--- src/design/plma_pkg.sv ---
// Shared types, widths and codes for the per-label mean accumulator.
`default_nettype none
package plma_pkg;

	// Default sizing
	localparam int NUM_LABELS_DEF = 1024;
	localparam int PROB_BITS_DEF  = 16;
	localparam int COUNT_BITS_DEF = 24;

	// Fixed port widths
	localparam int FUNC_W   = 2;
	localparam int LABEL_W  = 16;
	localparam int PROB_W   = 16;
	localparam int MEAN_W   = 16;
	localparam int CNTOUT_W = 24;
	localparam int STAT_W   = 2;

	// Item function codes
	localparam logic [FUNC_W-1:0] FUNC_ACCUM = 2'd0;
	localparam logic [FUNC_W-1:0] FUNC_READ  = 2'd1;
	localparam logic [FUNC_W-1:0] FUNC_FRAME = 2'd2;

	// Result status codes
	localparam logic [STAT_W-1:0] STAT_OK    = 2'd0;
	localparam logic [STAT_W-1:0] STAT_RANGE = 2'd1;
	localparam logic [STAT_W-1:0] STAT_EMPTY = 2'd2;

	// Controller states
	typedef enum logic [2:0] {
		S_CLEAR,
		S_IDLE,
		S_EXEC,
		S_DIV,
		S_DONE
	} state_t;

	// Controller to datapath commands
	typedef struct packed {
		logic clr_we;
		logic load;
		logic exec;
		logic div_step;
		logic div_out;
	} ctrl_cmd_t;

	// Datapath to controller status
	typedef struct packed {
		logic clr_last;
		logic need_div;
		logic div_last;
	} dp_stat_t;

endpackage
`default_nettype wire

--- src/design/plma_ctrl.sv ---
// Controller state machine for the per-label mean accumulator.
`default_nettype none
module plma_ctrl (
	input  wire logic               clk,
	input  wire logic               arst_n,
	input  wire logic               start,
	input  wire plma_pkg::dp_stat_t stat,
	output plma_pkg::ctrl_cmd_t     cmd,
	output logic                    busy
);

	plma_pkg::state_t state_q;
	plma_pkg::state_t state_d;

	// State register
	always_ff @(posedge clk or negedge arst_n) begin
		if (!arst_n) begin
			state_q <= plma_pkg::S_CLEAR;
		end else begin
			state_q <= state_d;
		end
	end

	// Next state
	always_comb begin
		state_d = state_q;
		case (state_q)
			plma_pkg::S_CLEAR: begin
				if (stat.clr_last) state_d = plma_pkg::S_IDLE;
			end
			plma_pkg::S_IDLE: begin
				if (start) state_d = plma_pkg::S_EXEC;
			end
			plma_pkg::S_EXEC: begin
				state_d = stat.need_div ? plma_pkg::S_DIV : plma_pkg::S_IDLE;
			end
			plma_pkg::S_DIV: begin
				if (stat.div_last) state_d = plma_pkg::S_DONE;
			end
			plma_pkg::S_DONE: begin
				state_d = plma_pkg::S_IDLE;
			end
			default: begin
				state_d = plma_pkg::S_IDLE;
			end
		endcase
	end

	// Commands per state
	always_comb begin
		cmd  = '0;
		busy = 1'b1;
		case (state_q)
			plma_pkg::S_CLEAR: begin
				cmd.clr_we = 1'b1;
			end
			plma_pkg::S_IDLE: begin
				busy     = 1'b0;
				cmd.load = start;
			end
			plma_pkg::S_EXEC: begin
				cmd.exec = 1'b1;
			end
			plma_pkg::S_DIV: begin
				cmd.div_step = 1'b1;
			end
			plma_pkg::S_DONE: begin
				cmd.div_out = 1'b1;
			end
			default: begin
				busy = 1'b1;
			end
		endcase
	end

endmodule
`default_nettype wire

--- config.mk ---
export PLATFORM = sky130hd
export DESIGN_NAME = plma_ctrl
export DESIGN_NICKNAME = d
export VERILOG_FILES = /design/src/design/plma_pkg.sv /design/src/design/plma_ctrl.sv
export SDC_FILE = /design/constraint.sdc
export NUM_CORES = 1
export LEC_CHECK = 0
export ABC_AREA = 1
export BUFFER_PORTS_ARGS = -buffer_cell sky130_fd_sc_hd__buf_2
export CAP_MARGIN = 20
export CORE_AREA = 4 4 41 43
export DETAILED_ROUTE_END_ITERATION = 8
export DIE_AREA = 0 0 45 47
export PLACE_DENSITY = 0.48
export SYNTH_ARGS = -nofsm -noshare
export SYNTH_HDL_FRONTEND = slang
export SYNTH_SLANG_ARGS = --single-unit
--- constraint.sdc ---
create_clock -name clk -period 1.8 [get_ports clk]
set_input_delay 0.18 -clock clk [delete_from_list [all_inputs] [get_ports clk]]
set_output_delay 0.18 -clock clk [all_outputs]
set_load 0.005 [all_outputs]
==> metrics.md, run 1 <==
| Metric | Value |
|---|---|
| Port Buf Inserts | 11 |
| Kind of start point of the critical path | flop |
| Antenna Diode Count | 0 |
| Fraction of final layout cells with drive strength greater than 1 | 42.0% |
| Least-Margin Pin Slew | 227 ps |
| Skew-Pair Late Insertion Delay | 230 ps |
| GPL Wtd Cong | 0.681 |
| Worst-case clock skew | 3.02 ps |
| Final standard cell area without fillers | 345 um2 |
| Tmin final | 1360 ps |
| Starting utilization of the core area | 18.1% |
| Cell Area, Placed | 309 um2 |
| Final hold vios | 0 |
| Initial antenna violation count | 0 |
| Core outline area | 1300 um2 |
| Die boundary width | 45 um |
| Most numerous cell types in the synthesized netlist | sky130_fd_sc_hd__inv_1 (8), sky130_fd_sc_hd__nand2_1 (7) |
| Area contributors post-synth | sky130_fd_sc_hd__dfrtp_1 (32%), sky130_fd_sc_hd__nand3_2 (13%), sky130_fd_sc_hd__inv_1 (13%), sky130_fd_sc_hd__nand2_1 (11%), sky130_fd_sc_hd__nor3_1 (6.4%) |
| Main combinational cell family by area after synthesis | simple AND/OR/NAND/NOR gates |
| Number of primary I/O pins | 12 |
| Total number of H-tree levels | 1 |
| DR WL/cell | 8.35 um |
| Synthesized-area fraction occupied by and/or/nand/nor cells | 50.5% |
| Antenna Nets Post-Route | 0 |
| Clock-pin transition on the worst setup and hold timing paths | 40 ps |
| Leakage power total | 0.208 nW |
| Overall global routing resource usage | 6.95% |
| Mux contribution to synthesized area | 0% |
| DR vias/cell | 3.60 |
| Synth cell types | 12 |
| Max-slew violation count | 0 |
| Growth of design area from synthesis to finish | 46.8% |
| Most used standard cell by instance count after synthesis | sky130_fd_sc_hd__inv_1 |
| Biggest registers after layout | state_q: 3 flops |
| Maxcap violations | 0 |
| Number of enable flip-flop cells after synthesis | 0 |
| PD cells | 1600 nW/um2 |
| Net switching power figure | 246 uW |
| Part of the total power dissipated in sequential elements | 27.0% |
| Die area | 2120 um2 |
| Max Buffers Root-to-Sink | 2 |
| Vias after detailed routing | 234 |
| Final net count | 57 |
| Final core utilization | 26.5% |
| Area leader, netlist | sky130_fd_sc_hd__dfrtp_1 |
| Count of TritonRoute iterations in the first routing pass | 3 |
| Setup Total Neg Slack | 0 ps |
| Net Sw Frac | 44.4% |
| Area of all sequential standard cells | 75.1 um2 |
| Final critical-path share of the clock period | 75.7% |
| Register with the highest flop count | state_q |
| Worst vdd ir | 517 uV |
| Number of buffers added by the clock tree synthesis step | 3 |
| Post-Synth Adder-Cell Area | 0% |
| Kind of end point of the critical path | primary output |
| Iteration-0 DRC Markers | 3 |
| Global-route wire length before repair | 959 um |
| Remaining DRCs | 0 |
| Area share of xor/xnor cells in the synthesized design | 0% |
| Number of placement rows | 13 |
| Worst setup path category | reg -> out |
| Share of async-settable or async-resettable flops after synthesis | 100% |
| Gate power share | 51.3% |
| Max reg flops | 3 |
| Share of the synthesized area in the top cell type | 31.9% |
| CTS tree | yes |
| Area taken by multi-input logic gates | 126 um2 |
| Data required time at the worst endpoint | 1620 ps |
| Post-synthesis register bit count | 3 |
| Die H | 47 um |
| Remaining Overflow, GRT | 0 |
| Portion of total power attributed to the clock network | 21.7% |
| Syn Std Cell Area | 235 um2 |
| Count of filler cells inserted in the layout | 162 |
| Postcts setup bufs | 0 |
| Setup repair after global routing missed its margin | no |
| DP HPWL | 423 um |
| Maximum number of pins on one net before global-route repair | 8 |
| Status | complete, no violations |
| Sum of internal, switching and leakage power | 554 uW |
| Total wirelength of the detailed-routed design | 543 um |
| Worst Path Arrival | 1180 ps |
| Rel. slew slack | 84.9% |
| Buffer type at the clock tree root | sky130_fd_sc_hd__clkbuf_4 |
| Post-synthesis sequential area ratio | 31.9% |
| Worst min-delay path class | in -> async |
| Total number of yosys warnings | 0 |
| Vias in the first global route | 231 |
| Cell internal pwr | 308 uW |
| Flip-flop cell with the highest count after synthesis | sky130_fd_sc_hd__dfrtp_1 |
| Synthesized net count | 40 |
| Mapped Avg Cell Area | 6.92 um2 |
| Top achievable clock speed | 734 MHz |
| Complex-gate fraction of the synthesized area | 3.19% |
| Number of setup violations in the final report | 0 |
| Largest driver fanout on the critical path | 7 |
| Total clock sinks | 3 |
| Syn Inst Count | 34 |
-- final timing paths --
kind	start	to	slack, ps	depth (start not counted)
hold reg to reg	state_q[0]	state_q[0]	600	2
min in group clk	stat[1]	state_q[1]	320	4
hold / removal	arst_n	state_q[1]	270	2
max in group asynchronous	arst_n	state_q[2]	1420	2
setup reg to reg	state_q[0]	state_q[1]	750	6
setup / recovery	state_q[0]	cmd[3]	440	5
-- per-layer routing --
layer / wire length [um] / vias up / track usage (%)
li1: - / 138 / -
met1: 283 / 87 / 9.32
met2: 215 / 9 / 7.91
met3: 44 / 0 / 2.68
met4: 0 / 0 / 7.02
met5: 0 / - / 0
-- timing repair --
item / CTS / global route
endpoints found under the hold margin: 3 / 0
gates resized for setup: 0 / 0
hold buffers: 1 / 0
-- final cells by class --
class	count	share of cell area [%]
sequential	3	21.7
clock buffer	4	7.61
tap	15	5.43
multi-input combinational	22	36.6
timing repair buffer	12	18.8
inverter	9	9.78
-- power by group through the flow --
stage	registers (mW)	clock network, mW	logic, mW
floorplan	0.140	0	0.206
global placement	0.150	0	0.292
detailed placement	0.150	0	0.287
CTS	0.150	0.128	0.291
global route	0.163	0.131	0.329
finish	0.149	0.120	0.284
-- worst max-delay path, cell delays in order (launching register included) --
cell and delay [ps]:
sky130_fd_sc_hd__dfrtp_1 450, sky130_fd_sc_hd__inv_2 80, sky130_fd_sc_hd__nor2_4 120, sky130_fd_sc_hd__nand2_1 90, sky130_fd_sc_hd__nor2_1 90, sky130_fd_sc_hd__buf_2 120
-- placed cells by master (no fill, tap or decap), drive strengths merged --
cell type	count
buf	11
clkbuf	4
dfrtp	3
nand2	8
o21a	1
nand3	3
dlygate4sd3	1
nand4	2
inv	9
nor3	3
nor2	5
-- through the flow --
step / hold WS, ps / setup slack (ps) / cells
floorplan: -116 / 819 / 34
global placement: -21.4 / 707 / 60
detailed placement: -19.7 / 691 / 60
CTS: 267 / 425 / 65
global route: 299 / 318 / 65
finish: 271 / 437 / 65
-- cells by family (layout without fill, tap and decap cells) --
kind of cell	count (synthesis)	count (layout)
AOI/OAI and AO/OA	1	1
DFF	3	3
and+or+nand+nor	21	21
buffers and inverters	9	25
Power figures use the tool's default switching activity.
==> inputs of run 2 (changes only) <==
==> constraint.sdc (replaced) <==
create_clock -name clk -period 1.3 [get_ports clk]
set_input_delay 0.13 -clock clk [delete_from_list [all_inputs] [get_ports clk]]
set_output_delay 0.13 -clock clk [all_outputs]
set_load 0.005 [all_outputs]
==> metrics.md, run 2 (same netlist as run 1, synthesis figures left out) <==
| Metric | Value |
|---|---|
| Status | complete, no violations |
| Worst-case clock skew | 6.45 ps (+3.43 ps) |
| Termination of the worst setup path | cmd[3] |
| PD cells | 2260 nW/um2 (+41%) |
| Total number of H-tree levels | 1 (unchanged) |
| Maxcap violations | 0 (unchanged) |
| Setup Total Neg Slack | 0 ps (unchanged) |
| Endpoint of the lowest-slack register-to-register path | state_q[1] |
| Worst setup path startpoint | state_q[0] |
| Kind of start point of the critical path | flop |
| Worst min-delay path class | in -> async |
| Max Buffers Root-to-Sink | 2 (unchanged) |
| Die area | 2120 um2 (unchanged) |
| Most common cell after layout, fill and taps aside | sky130_fd_sc_hd__buf_2 |
| Iteration-0 DRC Markers | 3 (unchanged) |
| Starting utilization of the core area | 18.1% (unchanged) |
| Number of placement rows | 13 (unchanged) |
| Core outline area | 1300 um2 (unchanged) |
| Largest driver fanout on the critical path | 7 (unchanged) |
| Post-route non-filler standard cell count | 65 (unchanged) |
| Minimum setup slack after placement | 256 ps (-435 ps) |
| Leakage power total | 0.204 nW (-1.8%) |
| Antenna Diode Count | 0 (unchanged) |
| Final standard cell area without fillers | 352 um2 (+1.8%) |
| DP HPWL | 425 um (+0.50%) |
| Overall global routing resource usage | 6.64% (-0.32 points) |
| CTS tree | yes |
| R2r startpoint | state_q[0] |
| Max reg flops | 3 (unchanged) |
| Final net count | 57 (unchanged) |
| Die H | 47 um (unchanged) |
| Final critical-path share of the clock period | 95.7% |
| Vias after detailed routing | 253 (+8.1%) |
| Number of setup violations in the final report | 0 (unchanged) |
| Die boundary width | 45 um (unchanged) |
| Slack of the worst reg-to-reg path | 290 ps (-460 ps) |
| Skew-Pair Late Insertion Delay | 240 ps (about the same) |
| GPL Wtd Cong | 0.674 (-1.0%) |
| Max-slew violation count | 0 (unchanged) |
| Antenna Nets Post-Route | 0 (unchanged) |
| Least setup slack across all paths after layout | 56.0 ps (-381 ps) |
| Commonest non-fill, non-tap cells in the layout | sky130_fd_sc_hd__buf_2 (11), sky130_fd_sc_hd__inv_1 (8), sky130_fd_sc_hd__nand2_1 (6) |
| Port Buf Inserts | 11 (unchanged) |
| Number of buffers added by the clock tree synthesis step | 3 (unchanged) |
| DR vias/cell | 3.89 (+8.1%) |
| Kind of end point of the critical path | primary output |
| Biggest registers after layout | state_q: 3 flops |
| Postcts setup bufs | 0 (unchanged) |
| Count of TritonRoute iterations in the first routing pass | 4 (+1) |
| Sum of internal, switching and leakage power | 796 uW (+44%) |
| Rel. slew slack | 89.5% (+4.6 points) |
| Path depth of the worst reg2reg path | 6 (unchanged) |
| Number of primary I/O pins | 12 (unchanged) |
| Worst Path Arrival | 1110 ps (-70 ps) |
| Worst vdd ir | 584 uV (+13%) |
| Vias in the first global route | 233 (+0.87%) |
| Remaining Overflow, GRT | 0 (unchanged) |
| Tmin final | 1240 ps |
| Total wirelength of the detailed-routed design | 582 um (+7.2%) |
| DR WL/cell | 8.95 um (+7.2%) |
| Area taken by multi-input logic gates | 129 um2 (+2.0%) |
| Total clock sinks | 3 (unchanged) |
| Worst setup path category | reg -> out |
| Data required time at the worst endpoint | 1170 ps (-450 ps) |
| Growth of design area from synthesis to finish | 49.5% |
| Final hold vios | 0 (unchanged) |
| Cell Area, Placed | 309 um2 (unchanged) |
| Fraction of final layout cells with drive strength greater than 1 | 50.0% (+8.0 points) |
| Count of filler cells inserted in the layout | 157 (-3.1%) |
| Least-Margin Pin Slew | 156 ps (-70.6 ps) |
| Maximum number of pins on one net before global-route repair | 8 (unchanged) |
| Buffer type at the clock tree root | sky130_fd_sc_hd__clkbuf_4 |
| Register with the highest flop count | state_q |
| Placed insts | 60 (unchanged) |
| Area of all sequential standard cells | 78.8 um2 (+5.0%) |
| Clock-pin transition on the worst setup and hold timing paths | 40 ps (about the same) |
| Initial antenna violation count | 0 (unchanged) |
| Top achievable clock speed | 804 MHz |
| Global-route wire length before repair | 931 um (-2.9%) |
| Remaining DRCs | 0 (unchanged) |
-- run 2: how the worst min path moves through the flow --
stage	start	to	slack, ps
final	arst_n	state_q[0]	220
after global routing	arst_n	state_q[0]	240
after CTS	arst_n	state_q[1]	220
after detailed placement	arst_n	state_q[1]	-70
after global placement	arst_n	state_q[1]	-70
after floorplan	arst_n	state_q[0]	-170
-- run 2: area by class of cell --
| class | count | share of cell area (%) |
|---|---|---|
| multi-input combinational | 22 | 36.7 |
| sequential | 3 | 22.4 |
| timing repair buffer | 12 | 18.5 |
| inverter | 9 | 9.61 |
| clock buffer | 4 | 7.47 |
| tap | 15 | 5.34 |
-- run 2: where the power goes --
part | switching, mW | internal, mW
Clock | 0.0557 | 0.116
Sequential | 0.0729 | 0.143
Combinational | 0.229 | 0.180
-- run 2: per-stage QoR --
| stage | hold WS, ps | util [%] |
|---|---|---|
| after floorplan | -166 | - |
| after global placement | -71.0 | 23.8 |
| after detailed placement | -69.7 | 23.8 |
| after CTS | 217 | 26.6 |
| after global routing | 243 | 27.0 |
| final | 217 | 27.0 |
-- run 2: worst max-delay path: stages, from the launching register on --
cell	delay (ps)
sky130_fd_sc_hd__dfrtp_2	420
sky130_fd_sc_hd__inv_2	60
sky130_fd_sc_hd__nor2_4	130
sky130_fd_sc_hd__nand2_2	80
sky130_fd_sc_hd__nor2_1	80
sky130_fd_sc_hd__buf_2	110
-- run 2: repair_timing --
item | CTS | global route
resized for setup | 1 | 3
hold endpoints to repair | 3 | 0
hold buffers | 1 | 0
endpoints found under the setup margin | 1 | 2
-- run 2: metal layers --
layer	routed length [um]	global-route usage, %
met5	0	0
met4	13	7.02
met1	270	8.18
met3	48	2.68
met2	250	8.19
